==> config.mk <==
export PLATFORM = sky130hd
export DESIGN_NAME = battery_cutoff_monitor_unit
export DESIGN_NICKNAME = d
export VERILOG_FILES = /design/src/rtl/core/bcm_pkg.sv /design/src/rtl/core/bcm_step.sv /design/src/rtl/core/battery_cutoff_monitor_unit.sv
export SDC_FILE = /design/constraint.sdc
export NUM_CORES = 1
export LEC_CHECK = 0
export BUFFER_PORTS_ARGS = -buffer_cell sky130_fd_sc_hd__buf_2
export CORE_MARGIN = 4
export CORE_UTILIZATION = 35
export CTS_CLUSTER_DIAMETER = 200
export DETAILED_ROUTE_END_ITERATION = 16
export PLACE_DENSITY = 0.52
export SYNTH_ARGS = -nofsm -noshare
export SYNTH_HDL_FRONTEND = slang
export SYNTH_SLANG_ARGS = --single-unit
==> constraint.sdc <==
create_clock -name clock -period 13.25 [get_ports clock]
set_input_delay 1.325 -clock clock [delete_from_list [all_inputs] [get_ports clock]]
set_output_delay 1.325 -clock clock [all_outputs]
set_load 0.02 [all_outputs]
==> src/rtl/core/bcm_pkg.sv <==
// Shared types, constants and register codes of the battery cutoff monitor.
package bcm_pkg;

   // Converter and scaling.
   localparam int ADC_BITS  = 10;
   localparam int GAIN_W    = 16;
   localparam int GAIN_FRAC = 16;
   localparam int PROD_W    = ADC_BITS + GAIN_W;
   localparam int VOLT_W    = PROD_W - GAIN_FRAC;
   localparam int THR_W     = 8;
   localparam int OUT_V_W   = 8;
   localparam int LED_W     = 4;

   // Alarm flash timing, counted in samples.
   localparam int ALARM_HALF_PERIOD = 1024;
   localparam int ALARM_CNT_W       = $clog2(2 * ALARM_HALF_PERIOD);

   // Configuration port.
   localparam int CSR_IDX_W  = 3;
   localparam int CSR_DATA_W = GAIN_W;

   typedef enum logic [CSR_IDX_W-1:0] {
      REG_VOLTAGE_GAIN     = 3'd0,
      REG_LEVEL_FULL       = 3'd1,
      REG_LEVEL_HIGH       = 3'd2,
      REG_LEVEL_MID        = 3'd3,
      REG_LEVEL_LOW        = 3'd4,
      REG_ALARM_STOP_LEVEL = 3'd5,
      REG_SHUTDOWN_LEVEL   = 3'd6
   } csr_reg_type;

   localparam logic [GAIN_W-1:0] GAIN_RESET      = 16'd10347;
   localparam logic [THR_W-1:0]  FULL_RESET      = 8'(41 * 3);
   localparam logic [THR_W-1:0]  HIGH_RESET      = 8'(38 * 3);
   localparam logic [THR_W-1:0]  MID_RESET       = 8'(35 * 3);
   localparam logic [THR_W-1:0]  LOW_RESET       = 8'(32 * 3);
   localparam logic [THR_W-1:0]  ALARM_STOP_RESET = 8'(31 * 3);
   localparam logic [THR_W-1:0]  SHUTDOWN_RESET  = 8'(30 * 3);

   // Level LED codes.
   localparam logic [LED_W-1:0] LED_NONE = 4'b0000;
   localparam logic [LED_W-1:0] LED_FULL = 4'b0001;
   localparam logic [LED_W-1:0] LED_HIGH = 4'b0010;
   localparam logic [LED_W-1:0] LED_MID  = 4'b0100;
   localparam logic [LED_W-1:0] LED_LOW  = 4'b1000;

   typedef enum logic [1:0] {
      PH_MONITOR = 2'd0,
      PH_ALARM   = 2'd1,
      PH_BLINK   = 2'd2,
      PH_OFF     = 2'd3
   } phase_type;

   typedef struct packed {
      logic [GAIN_W-1:0] voltage_gain;
      logic [THR_W-1:0]  level_full;
      logic [THR_W-1:0]  level_high;
      logic [THR_W-1:0]  level_mid;
      logic [THR_W-1:0]  level_low;
      logic [THR_W-1:0]  alarm_stop_level;
      logic [THR_W-1:0]  shutdown_level;
   } cfg_type;

   typedef struct packed {
      phase_type              phase;
      logic                   power_latch;
      logic                   buzzer_pin;
      logic                   warning_state;
      logic [LED_W-1:0]       level_state;
      logic [ALARM_CNT_W-1:0] alarm_count;
   } state_type;

endpackage

==> src/rtl/core/bcm_step.sv <==
// Next-state logic of the cutoff monitor: voltage scaling and the phase machine.
module bcm_step (
   input  bcm_pkg::cfg_type                 cfg,
   input  bcm_pkg::state_type               cur,
   input  logic [bcm_pkg::ADC_BITS-1:0]     sample,
   output bcm_pkg::state_type               nxt,
   output logic [bcm_pkg::OUT_V_W-1:0]      scaled_voltage
);
   import bcm_pkg::*;

   logic [PROD_W-1:0] product;
   logic [VOLT_W-1:0] volt;
   logic [VOLT_W-1:0] thr_full, thr_high, thr_mid, thr_low, thr_stop, thr_shut;

   assign product  = PROD_W'(sample) * PROD_W'(cfg.voltage_gain);
   assign volt     = product[PROD_W-1:GAIN_FRAC];
   assign thr_full = VOLT_W'(cfg.level_full);
   assign thr_high = VOLT_W'(cfg.level_high);
   assign thr_mid  = VOLT_W'(cfg.level_mid);
   assign thr_low  = VOLT_W'(cfg.level_low);
   assign thr_stop = VOLT_W'(cfg.alarm_stop_level);
   assign thr_shut = VOLT_W'(cfg.shutdown_level);

   // Comparisons use the full voltage; only the reported value saturates.
   assign scaled_voltage = (volt > VOLT_W'({OUT_V_W{1'b1}})) ? {OUT_V_W{1'b1}}
                                                              : OUT_V_W'(volt);

   always_comb begin
      nxt = cur;
      unique case (cur.phase)
         PH_MONITOR: begin
            if (volt > thr_low) begin
               nxt.power_latch = 1'b1;
            end
            // With misordered thresholds none of the bands may match, and the
            // lamps then keep what they showed.
            if (volt >= thr_full) begin
               nxt.level_state   = LED_FULL;
               nxt.warning_state = 1'b0;
            end else if (volt >= thr_high && volt < thr_full) begin
               nxt.level_state   = LED_HIGH;
               nxt.warning_state = 1'b0;
            end else if (volt >= thr_mid && volt < thr_high) begin
               nxt.level_state   = LED_MID;
               nxt.warning_state = 1'b0;
            end else if (volt >= thr_low && volt < thr_mid) begin
               nxt.level_state   = LED_LOW;
               nxt.warning_state = 1'b0;
            end else if (volt < thr_low) begin
               nxt.level_state   = LED_NONE;
               nxt.warning_state = 1'b1;
               nxt.power_latch   = 1'b0;
               nxt.alarm_count   = '0;
               nxt.phase         = PH_ALARM;
            end
         end
         PH_ALARM: begin
            if (cur.alarm_count < ALARM_CNT_W'(ALARM_HALF_PERIOD)) begin
               nxt.buzzer_pin    = ~cur.buzzer_pin;
               nxt.warning_state = 1'b0;
            end else begin
               nxt.buzzer_pin    = 1'b0;
               nxt.warning_state = 1'b1;
            end
            if (cur.alarm_count == ALARM_CNT_W'(2 * ALARM_HALF_PERIOD - 1)) begin
               nxt.alarm_count = '0;
            end else begin
               nxt.alarm_count = cur.alarm_count + ALARM_CNT_W'(1);
            end
            if (volt < thr_stop) begin
               nxt.level_state   = LED_NONE;
               nxt.warning_state = 1'b1;
               nxt.phase         = PH_BLINK;
            end
         end
         PH_BLINK: begin
            // The buzzer keeps the level it had when the alarm ended.
            nxt.warning_state = ~cur.warning_state;
            if (volt < thr_shut) begin
               nxt.level_state   = LED_NONE;
               nxt.warning_state = 1'b0;
               nxt.buzzer_pin    = 1'b0;
               nxt.power_latch   = 1'b0;
               nxt.phase         = PH_OFF;
            end
         end
         default: begin
            nxt.level_state   = LED_NONE;
            nxt.warning_state = 1'b0;
            nxt.buzzer_pin    = 1'b0;
            nxt.power_latch   = 1'b0;
            nxt.phase         = PH_OFF;
         end
      endcase
   end

endmodule

==> src/rtl/core/battery_cutoff_monitor_unit.sv <==
// Top level of the battery cutoff monitor: registers, handshakes and configuration.
//
//   Channel   Direction  Handshake           Carries
//   req_      in         req_valid/ready     one ADC sample per transaction
//   rsp_      out        rsp_valid/ready     lamps, buzzer, power, phase, voltage
//   csr_      in         csr_we only         register index and write data
//
// A sample is taken into the input register, and when it moves on the scaling
// multiply and the phase machine update the state and load the result register;
// one sample can be taken in every cycle while the results are taken. The
// single 10 by 16 bit multiply followed by the threshold compares sets the clock
// period. Reset, synchronous and active high, returns the configuration
// registers to their defaults and the phase machine to monitor with every
// output dark. While the result register holds a transaction that is not
// taken, one further sample waits in the input register and the state does
// not move; req_ready then falls.
module battery_cutoff_monitor_unit (
   input  logic                              clock,
   input  logic                              reset,
   // Sample channel.
   input  logic                              req_valid,
   output logic                              req_ready,
   input  logic [bcm_pkg::ADC_BITS-1:0]      req_adc_sample,
   // Result channel.
   output logic                              rsp_valid,
   input  logic                              rsp_ready,
   output logic [bcm_pkg::LED_W-1:0]         rsp_level_leds,
   output logic                              rsp_warning_lit,
   output logic                              rsp_buzzer_level,
   output logic                              rsp_power_enable,
   output logic [1:0]                        rsp_mode_now,
   output logic [bcm_pkg::OUT_V_W-1:0]       rsp_scaled_voltage,
   // Configuration writes.
   input  logic                              csr_we,
   input  logic [bcm_pkg::CSR_IDX_W-1:0]     csr_index,
   input  logic [bcm_pkg::CSR_DATA_W-1:0]    csr_wdata
);
   import bcm_pkg::*;

   // Configuration registers.
   cfg_type cfg_ff;

   // Input register.
   logic                smp_vld_ff;
   logic [ADC_BITS-1:0] smp_ff;

   // Phase machine state.
   state_type state_ff;
   state_type state_in;

   // Result register.
   logic               rsp_vld_ff;
   state_type          rsp_state_ff;
   logic [OUT_V_W-1:0] rsp_volt_ff;
   logic [OUT_V_W-1:0] volt_in;

   logic advance;

   // The held sample moves on whenever the result register is empty or is
   // being emptied in this cycle.
   assign advance   = smp_vld_ff && (!rsp_vld_ff || rsp_ready);
   assign req_ready = !smp_vld_ff || advance;

   always_ff @(posedge clock) begin
      if (reset) begin
         cfg_ff.voltage_gain     <= GAIN_RESET;
         cfg_ff.level_full       <= FULL_RESET;
         cfg_ff.level_high       <= HIGH_RESET;
         cfg_ff.level_mid        <= MID_RESET;
         cfg_ff.level_low        <= LOW_RESET;
         cfg_ff.alarm_stop_level <= ALARM_STOP_RESET;
         cfg_ff.shutdown_level   <= SHUTDOWN_RESET;
      end else if (csr_we) begin
         // Indexes beyond the register list are ignored.
         unique case (csr_index)
            REG_VOLTAGE_GAIN:     cfg_ff.voltage_gain     <= csr_wdata;
            REG_LEVEL_FULL:       cfg_ff.level_full       <= csr_wdata[THR_W-1:0];
            REG_LEVEL_HIGH:       cfg_ff.level_high       <= csr_wdata[THR_W-1:0];
            REG_LEVEL_MID:        cfg_ff.level_mid        <= csr_wdata[THR_W-1:0];
            REG_LEVEL_LOW:        cfg_ff.level_low        <= csr_wdata[THR_W-1:0];
            REG_ALARM_STOP_LEVEL: cfg_ff.alarm_stop_level <= csr_wdata[THR_W-1:0];
            REG_SHUTDOWN_LEVEL:   cfg_ff.shutdown_level   <= csr_wdata[THR_W-1:0];
            default: begin
            end
         endcase
      end
   end

   always_ff @(posedge clock) begin
      if (reset) begin
         smp_vld_ff <= 1'b0;
      end else if (req_ready) begin
         smp_vld_ff <= req_valid;
      end
   end

   always_ff @(posedge clock) begin
      if (req_valid && req_ready) begin
         smp_ff <= req_adc_sample;
      end
   end

   bcm_step u_step (
      .cfg            (cfg_ff),
      .cur            (state_ff),
      .sample         (smp_ff),
      .nxt            (state_in),
      .scaled_voltage (volt_in)
   );

   // The state moves only when a sample is actually consumed.
   always_ff @(posedge clock) begin
      if (reset) begin
         state_ff <= '0;
      end else if (advance) begin
         state_ff <= state_in;
      end
   end

   always_ff @(posedge clock) begin
      if (reset) begin
         rsp_vld_ff <= 1'b0;
      end else if (advance) begin
         rsp_vld_ff <= 1'b1;
      end else if (rsp_ready) begin
         rsp_vld_ff <= 1'b0;
      end
   end

   always_ff @(posedge clock) begin
      if (advance) begin
         rsp_state_ff <= state_in;
         rsp_volt_ff  <= volt_in;
      end
   end

   assign rsp_valid          = rsp_vld_ff;
   assign rsp_level_leds     = rsp_state_ff.level_state;
   assign rsp_warning_lit    = rsp_state_ff.warning_state;
   assign rsp_buzzer_level   = rsp_state_ff.buzzer_pin;
   assign rsp_power_enable   = rsp_state_ff.power_latch;
   assign rsp_mode_now       = rsp_state_ff.phase;
   assign rsp_scaled_voltage = rsp_volt_ff;

   // At most one level LED is ever lit.
   a_leds_onehot: assert property (@(posedge clock) disable iff (reset)
      rsp_valid |-> $onehot0(rsp_level_leds))
      else $error("more than one level LED lit");

   // Once dark, the monitor stays dark until reset.
   a_off_sticky: assert property (@(posedge clock) disable iff (reset)
      state_ff.phase == PH_OFF |=> state_ff.phase == PH_OFF)
      else $error("phase left off without reset");

   // The load switch can only be on while monitoring.
   a_power_monitor: assert property (@(posedge clock) disable iff (reset)
      rsp_valid && rsp_power_enable |-> rsp_mode_now == PH_MONITOR)
      else $error("power enabled outside monitor phase");

   // The state does not move while no sample is consumed.
   a_state_hold: assert property (@(posedge clock) disable iff (reset)
      !advance |=> $stable(state_ff))
      else $error("state changed without a consumed sample");

endmodule
# After elaboration in Yosys (flattened, before gate mapping)
# Cells that the tools add are included.
[op_classes] add_sub_neg=1 multipliers=1 n_lt_le_gt_ge=13 n_eq_ne=14 mux=27 bitwise=2 n_reduce_logical=21
[op_table] cell="< comparator 10 x 8 -> 1 bit" n=6
[op_table] cell="two-way mux 11 bit" n=5
[op_table] cell="greater-or-equal comparator 10 x 8 -> 1 bit" n=4
[op_table] cell="multiplier 10 x 16 -> 26 bit" n=1
[op_table] cell="two-way mux 5 bit" n=5
[op_table] cell="case mux 11 bit (2 select lines)" n=1
[op_table] cell="two-way mux 16 bit" n=1
[op_table] cell="two-way mux 3 bit" n=5
[op_table] cell="case mux 5 bit (3 select lines)" n=1
[op_table] cell="AND reduction 2 bit" n=7
[op_table] cell="adder 11 x 1 -> 11 bit, second input constant" n=1
[op_table] cell="equality test 11 bit, second input constant" n=1
[op_table] cell="< comparator 11 bit, second input constant" n=1
[op_table] cell="> comparator 10 x 8 -> 1 bit" n=1
[op_table] cell="> comparator 10 x 8 -> 1 bit, second input constant" n=1
[op_table] cell="equality test 3 bit, second input constant" n=3
[op_table] cell="two-way mux 9 bit" n=1
[op_table] cell="inequality test 2 bit, second input constant" n=4
[op_table] cell="AND reduction 7 bit" n=1
[op_table] cell="equality test 3 x 2 -> 1 bit, second input constant" n=2
[op_table] cell="case mux 1 bit (3 select lines)" n=2
[op_table] cell="case mux 2 bit (3 select lines)" n=1
[op_table] cell="logical AND 1 bit" n=5
[op_table] cell="two-way mux 2 bit" n=2
[op_table] cell="11 further kinds" n=17
[totals] regBits=113 out_inout_bits=19 word_cells=101

# Depth between registers and ports, before layout
[logic_depth] depth_word=9 ltp_mapped=32 mapped_depth_nobuf=30

# By module
# From an unflattened synthesis, not the netlist that was laid out.
[unflattened] hier_cells=1192 area_unflattened_um2=10647.7
[by_module_without_submodules] mod="bcm_step" instances=1 cells_each=830 area_per_inst_um2=6595.1
[by_module_without_submodules] mod="battery_cutoff_monitor_unit" instances=1 cells_each=362 area_per_inst_um2=4052.6

# Least setup slack after synthesis
# OpenSTA, ideal clock, no wires.
[synth_timing] path_type="register to register" startpoint="register smp_ff[3]" endpoint="register state_ff[2] (netlist name)" setup_ns=0.120 arrival_time_ns=7.472 required_time_ns=13.130 path_slack_ns=5.658 stages_incl_launch_ff=31 path_cell_list="edfxtp_1 clkbuf_1 nand2_1 fa_1 inv_1 fa_1 fa_1 fa_1 inv_1 fa_1 inv_1 ha_1 nand3_1 nor4_1 a32oi_1 nand2_1 a21oi_1 o21bai_1 a21oi_1 xnor2_1 ha_1 a21o_1 a21o_1 a21oi_1 o21ai_0 o21bai_1 or4_1 buf_6 nor3_4 o22ai_1 a211o_1"
[synth_via] elab_chain_len=5
[synth_lines] item="from (decl)" line_no="battery_cutoff_monitor_unit.sv:45" source="logic [ADC_BITS-1:0] smp_ff;"
[synth_lines] item="from (signal assigned)" line_no="battery_cutoff_monitor_unit.sv:99" source="smp_ff <= req_adc_sample;"
[synth_lines] item="multiplier 10 x 16 -> 26 bit (*)" line_no="bcm_step.sv:15" source="assign product = PROD_W'(sample) * PROD_W'(cfg.voltage_gain);"
[synth_lines] item="net u_step.product[19]" line_no="bcm_step.sv:11" source="logic [PROD_W-1:0] product;"
[synth_lines] item="greater-or-equal comparator 10 x 8 -> 1 bit, or another cell as far along" line_no="bcm_step.sv:40" source="end else if (volt >= thr_high && volt < thr_full) begin"
[synth_lines] item="logical AND 1 bit, on equally long branches" line_no="bcm_step.sv:40, bcm_step.sv:43, bcm_step.sv:46"
[synth_lines] item="inequality test 2 bit (no source line)"
[synth_lines] item="AND reduction 7 bit (no source line) (*)"
[synth_lines] item="to (signal assigned)" line_no="battery_cutoff_monitor_unit.sv:116" source="state_ff <= state_in;"
[synth_lines] item="to (decl)" line_no="battery_cutoff_monitor_unit.sv:48" source="state_type state_ff;"
# Mark *: on every way through the listed nets, which the timed path passes. The rest lies on a longest branch.
# A chain may end at the register's enable or synchronous reset.

# Worst setup path in the final report
[layout_timing] startpoint="register smp_ff[9]" endpoint="register state_ff[2] (netlist name)"
# The elaborated chain is that of the path after synthesis.

==> results.txt <==
RePlAce Congestion = 0.797
Hold crit path type = register to register
Met2 GRT Util = 0.298
Hold buffer count at CTS = 0
M3 GR Usage = 0.0200
Mapped Cells = 1194
CP Max Fanout = 16
CP Capture Type = register
Async S/R FF share, synth = 0
Area grow syn2layout = 11.4%
Peak VDD IR = 0.119 mV
Worst-path clk slew = 0.06 ns
Worst-Skew Late Latency = 0.42 ns
Setup repair bufs after CTS = 0
Drt first pass iters = 4
Setup TNS = 0 ns
CTS tree = done
Leakage = 5.44 nW
FF-to-FF setup slack = 4.31 ns
Finished Cell Area = 11600 µm²
Outcome = complete, no violations
#FFs+latches synth = 113
All-Layer GR Usage = 0.174
Via/cell ratio = 4.98
Vias in the first global route = 8276
Crit path DAT = 9.24 ns
Mapped Avg Cell Area = 8.69 µm²
Max clock buf depth = 2
Drt wl/cell = 16.8 µm
Largest cells by area after synthesis = fa_1 21%, dfxtp_1 17%, ha_1 13%
Final setup viols = 0
Largest net degree at the start of global routing = 47
Starting DRT DRC Count = 375
Max-Cap Viols = 0
Worst hold slack = 0.455 ns
Final WS setup = 4.31 ns
Area share of the largest cell type after synthesis = 0.210
# nets final = 1472
CORE AREA = 29000 µm²
Die ar. = 32500 µm²
Worst min-delay path startpoint = cfg_ff[2]$_SDFFE_PP0P_
# resized after CTS = 0
Number of placement rows = 62
# IOs = 53
Hold endpoint = cfg_ff[2]$_SDFFE_PP0P_
Grt total ovfl = 0
Setup slack at placement = 4.28 ns
Initial antenna violation count = 0
Post-Syn Nets = 1443
Busiest grt layer = met2
Dpl hpwl = 20600 µm
Min-Delay Path Depth = 2
Synth area leader = fa_1
Post-synthesis instance area = 10400 µm²
R2r endpoint = state_ff[2]$_SDFFE_PP0P_
Die height = 180 µm
Placed Cells incl. Taps = 1588
Crit path launch type = register
Slew Viols, Final = 0
CTS buffer count = 17
DRT Wirelength = 27300 µm
Non-Filler Instances = 1621
Die outline width = 180 µm
Tmin final = 8.94 ns
Max Clk Rate = 0.112 GHz
H-tree lvl count = 4
Routed Antenna Nets = 0
Tcrit/Tclk final = 0.674
Filler cells = 3020
Req. time, crit path = 13.55 ns
DRC = 0
Kind of critical path = register to register
GR met1 Demand/Resource = 0.239
Worst-case clock skew = 0.0134 ns
Worst-Margin Slew = 1.10 ns
Area after DPL = 11000 µm²
Pwr dens = 178 nW/µm²
Count of cell types in the netlist = 66
Post-layout util = 0.399
Sequential share of the synthesized area = 0.244
First-pass GRT wire length = 45700 µm
Sink Count = 113
DR vias = 8066
Slew HR = 0.263
Port-buffer cells = 52
Initial core utilization = 0.358
Total power draw = 2.06 mW
Root Buffer Master = clkbuf_16
RSZ-0062 raised after global routing = false
Crit Reg-Reg Startpoint = smp_ff[9]$_DFFE_PP_
Warnings, synthesis = 0
Reg2Reg Depth = 27
Post-synth EDFFs = 27
Fin. Hold Viols = 0
Top FF cell, synth = dfxtp_1
Ratio of cells with drive above 1 in the final layout = 0.0858
## cell usage after synthesis, types with 3 or more instances
cell type and n:
and2_1 88, inv_1 168, nor2b_1 6, a21oi_1 77, nand4_1 7, edfxtp_1 27, o21bai_1 5, xor2_1 5
ha_1 106, nand2_1 216, o211ai_1 25, o21ai_0 21, clkbuf_1 46, o31ai_1 10, a211oi_1 7, a22o_1 3
dfxtp_1 86, nor3_1 7, nor2_1 29, and3_1 7, nand3_1 37, nand2b_1 17, a21o_1 20, mux2i_1 3
fa_1 109, or2_2 5, xnor2_1 6, o221ai_1 3
## worst max path at each step
| stage | startpoint | end | slack [ns] | cells past startpoint |
|---|---|---|---|---|
| detailed placement | smp_ff[8]$_DFFE_PP_ | state_ff[2]$_SDFFE_PP0P_ | 4.28 | 27 |
| global route | smp_ff[3]$_DFFE_PP_ | state_ff[2]$_SDFFE_PP0P_ | 3.65 | 28 |
| finish | smp_ff[9]$_DFFE_PP_ | state_ff[2]$_SDFFE_PP0P_ | 4.31 | 27 |
| CTS | smp_ff[8]$_DFFE_PP_ | state_ff[2]$_SDFFE_PP0P_ | 4.22 | 27 |
| global placement | smp_ff[8]$_DFFE_PP_ | state_ff[2]$_SDFFE_PP0P_ | 4.44 | 27 |
| floorplan | smp_ff[3]$_DFFE_PP_ | state_ff[2]$_SDFFE_PP0P_ | 5.66 | 30 |
## placed cells by master, fill, tap and decap left out, types with 20 or more instances in the layout
cell type    n
ha_1       106
a21oi_1     77
buf_2       52
fa_1       109
edfxtp_1    27
o211ai_1    25
nand3_1     37
nor2_1      29
o21ai_0     21
and2_1      88
nand2_1    216
inv_1      168
a21o_1      20
dfxtp_1     86
## metal layers
metal | wire length, µm | up-vias
met1 | 13000 | 3961
li1 | - | 3988
met5 | 0 | -
met2 | 13300 | 95
met3 | 632 | 22
met4 | 316 | 0
## report_power, final
part | switching (mW) | internal, mW
Sequential | 0.0243 | 0.398
Combinational | 0.710 | 0.477
Clock | 0.171 | 0.282
Total | 0.906 | 1.16
## flip-flops by register name, summed over array words and instances, names as in the netlist
register,flops
rsp_warning_lit,1
rsp_buzzer_level,1
rsp_scaled_voltage,8
smp_ff,10
rsp_level_leds,4
cfg_ff,64
rsp_mode_now,2
rsp_valid,1
rsp_power_enable,1
state_ff,20
smp_vld_ff,1
## logic make-up (layout without fill, tap and decap cells)
logic type,count (synthesis),after routing,share of synthesized area
muxes,3,3,0.00289
DFF,113,113,0.244
other,0,1,0
adders and majority gates,215,215,0.338
AOI/OAI and AO/OA,193,193,0.120
buffers and inverters,218,260,0.0800
and+or+nand+nor,441,441,0.206
xor gates and xnor gates,11,11,0.00928
## worst max-delay path, stage by stage, from the launching register on
cell      delay, ns
edfxtp_1       0.62
and2_1         0.29
fa_1           0.54
inv_1          0.06
fa_1           0.53
fa_1           0.56
inv_1          0.06
fa_1           0.50
fa_1           0.49
ha_1           0.36
nand3_1        0.14
nor4_1         0.29
a32oi_1        0.14
nand2_1        0.20
a21oi_1        0.13
o21bai_1       0.21
a21oi_1        0.11
xnor2_1        0.71
ha_1           0.39
a21o_1         0.16
a21o_1         0.17
a211oi_1       0.25
o21ai_0        0.31
o221ai_1       0.58
nand2_1        0.19
nor3_4         0.23
o22ai_1        0.27
a211o_1        0.36
## cell type report
type	count	area (µm²)	share of cell area
sequential	113	2530	0.219
tap	384	480	0.0415
clock inverter	12	133	0.0115
clock buffer	20	447	0.0386
antenna	1	2.50	0.000216
timing repair buffer	60	320	0.0277
inverter	168	631	0.0545
multi-input combinational	863	7020	0.607
No activity file was read; power rests on OpenSTA's default activity.
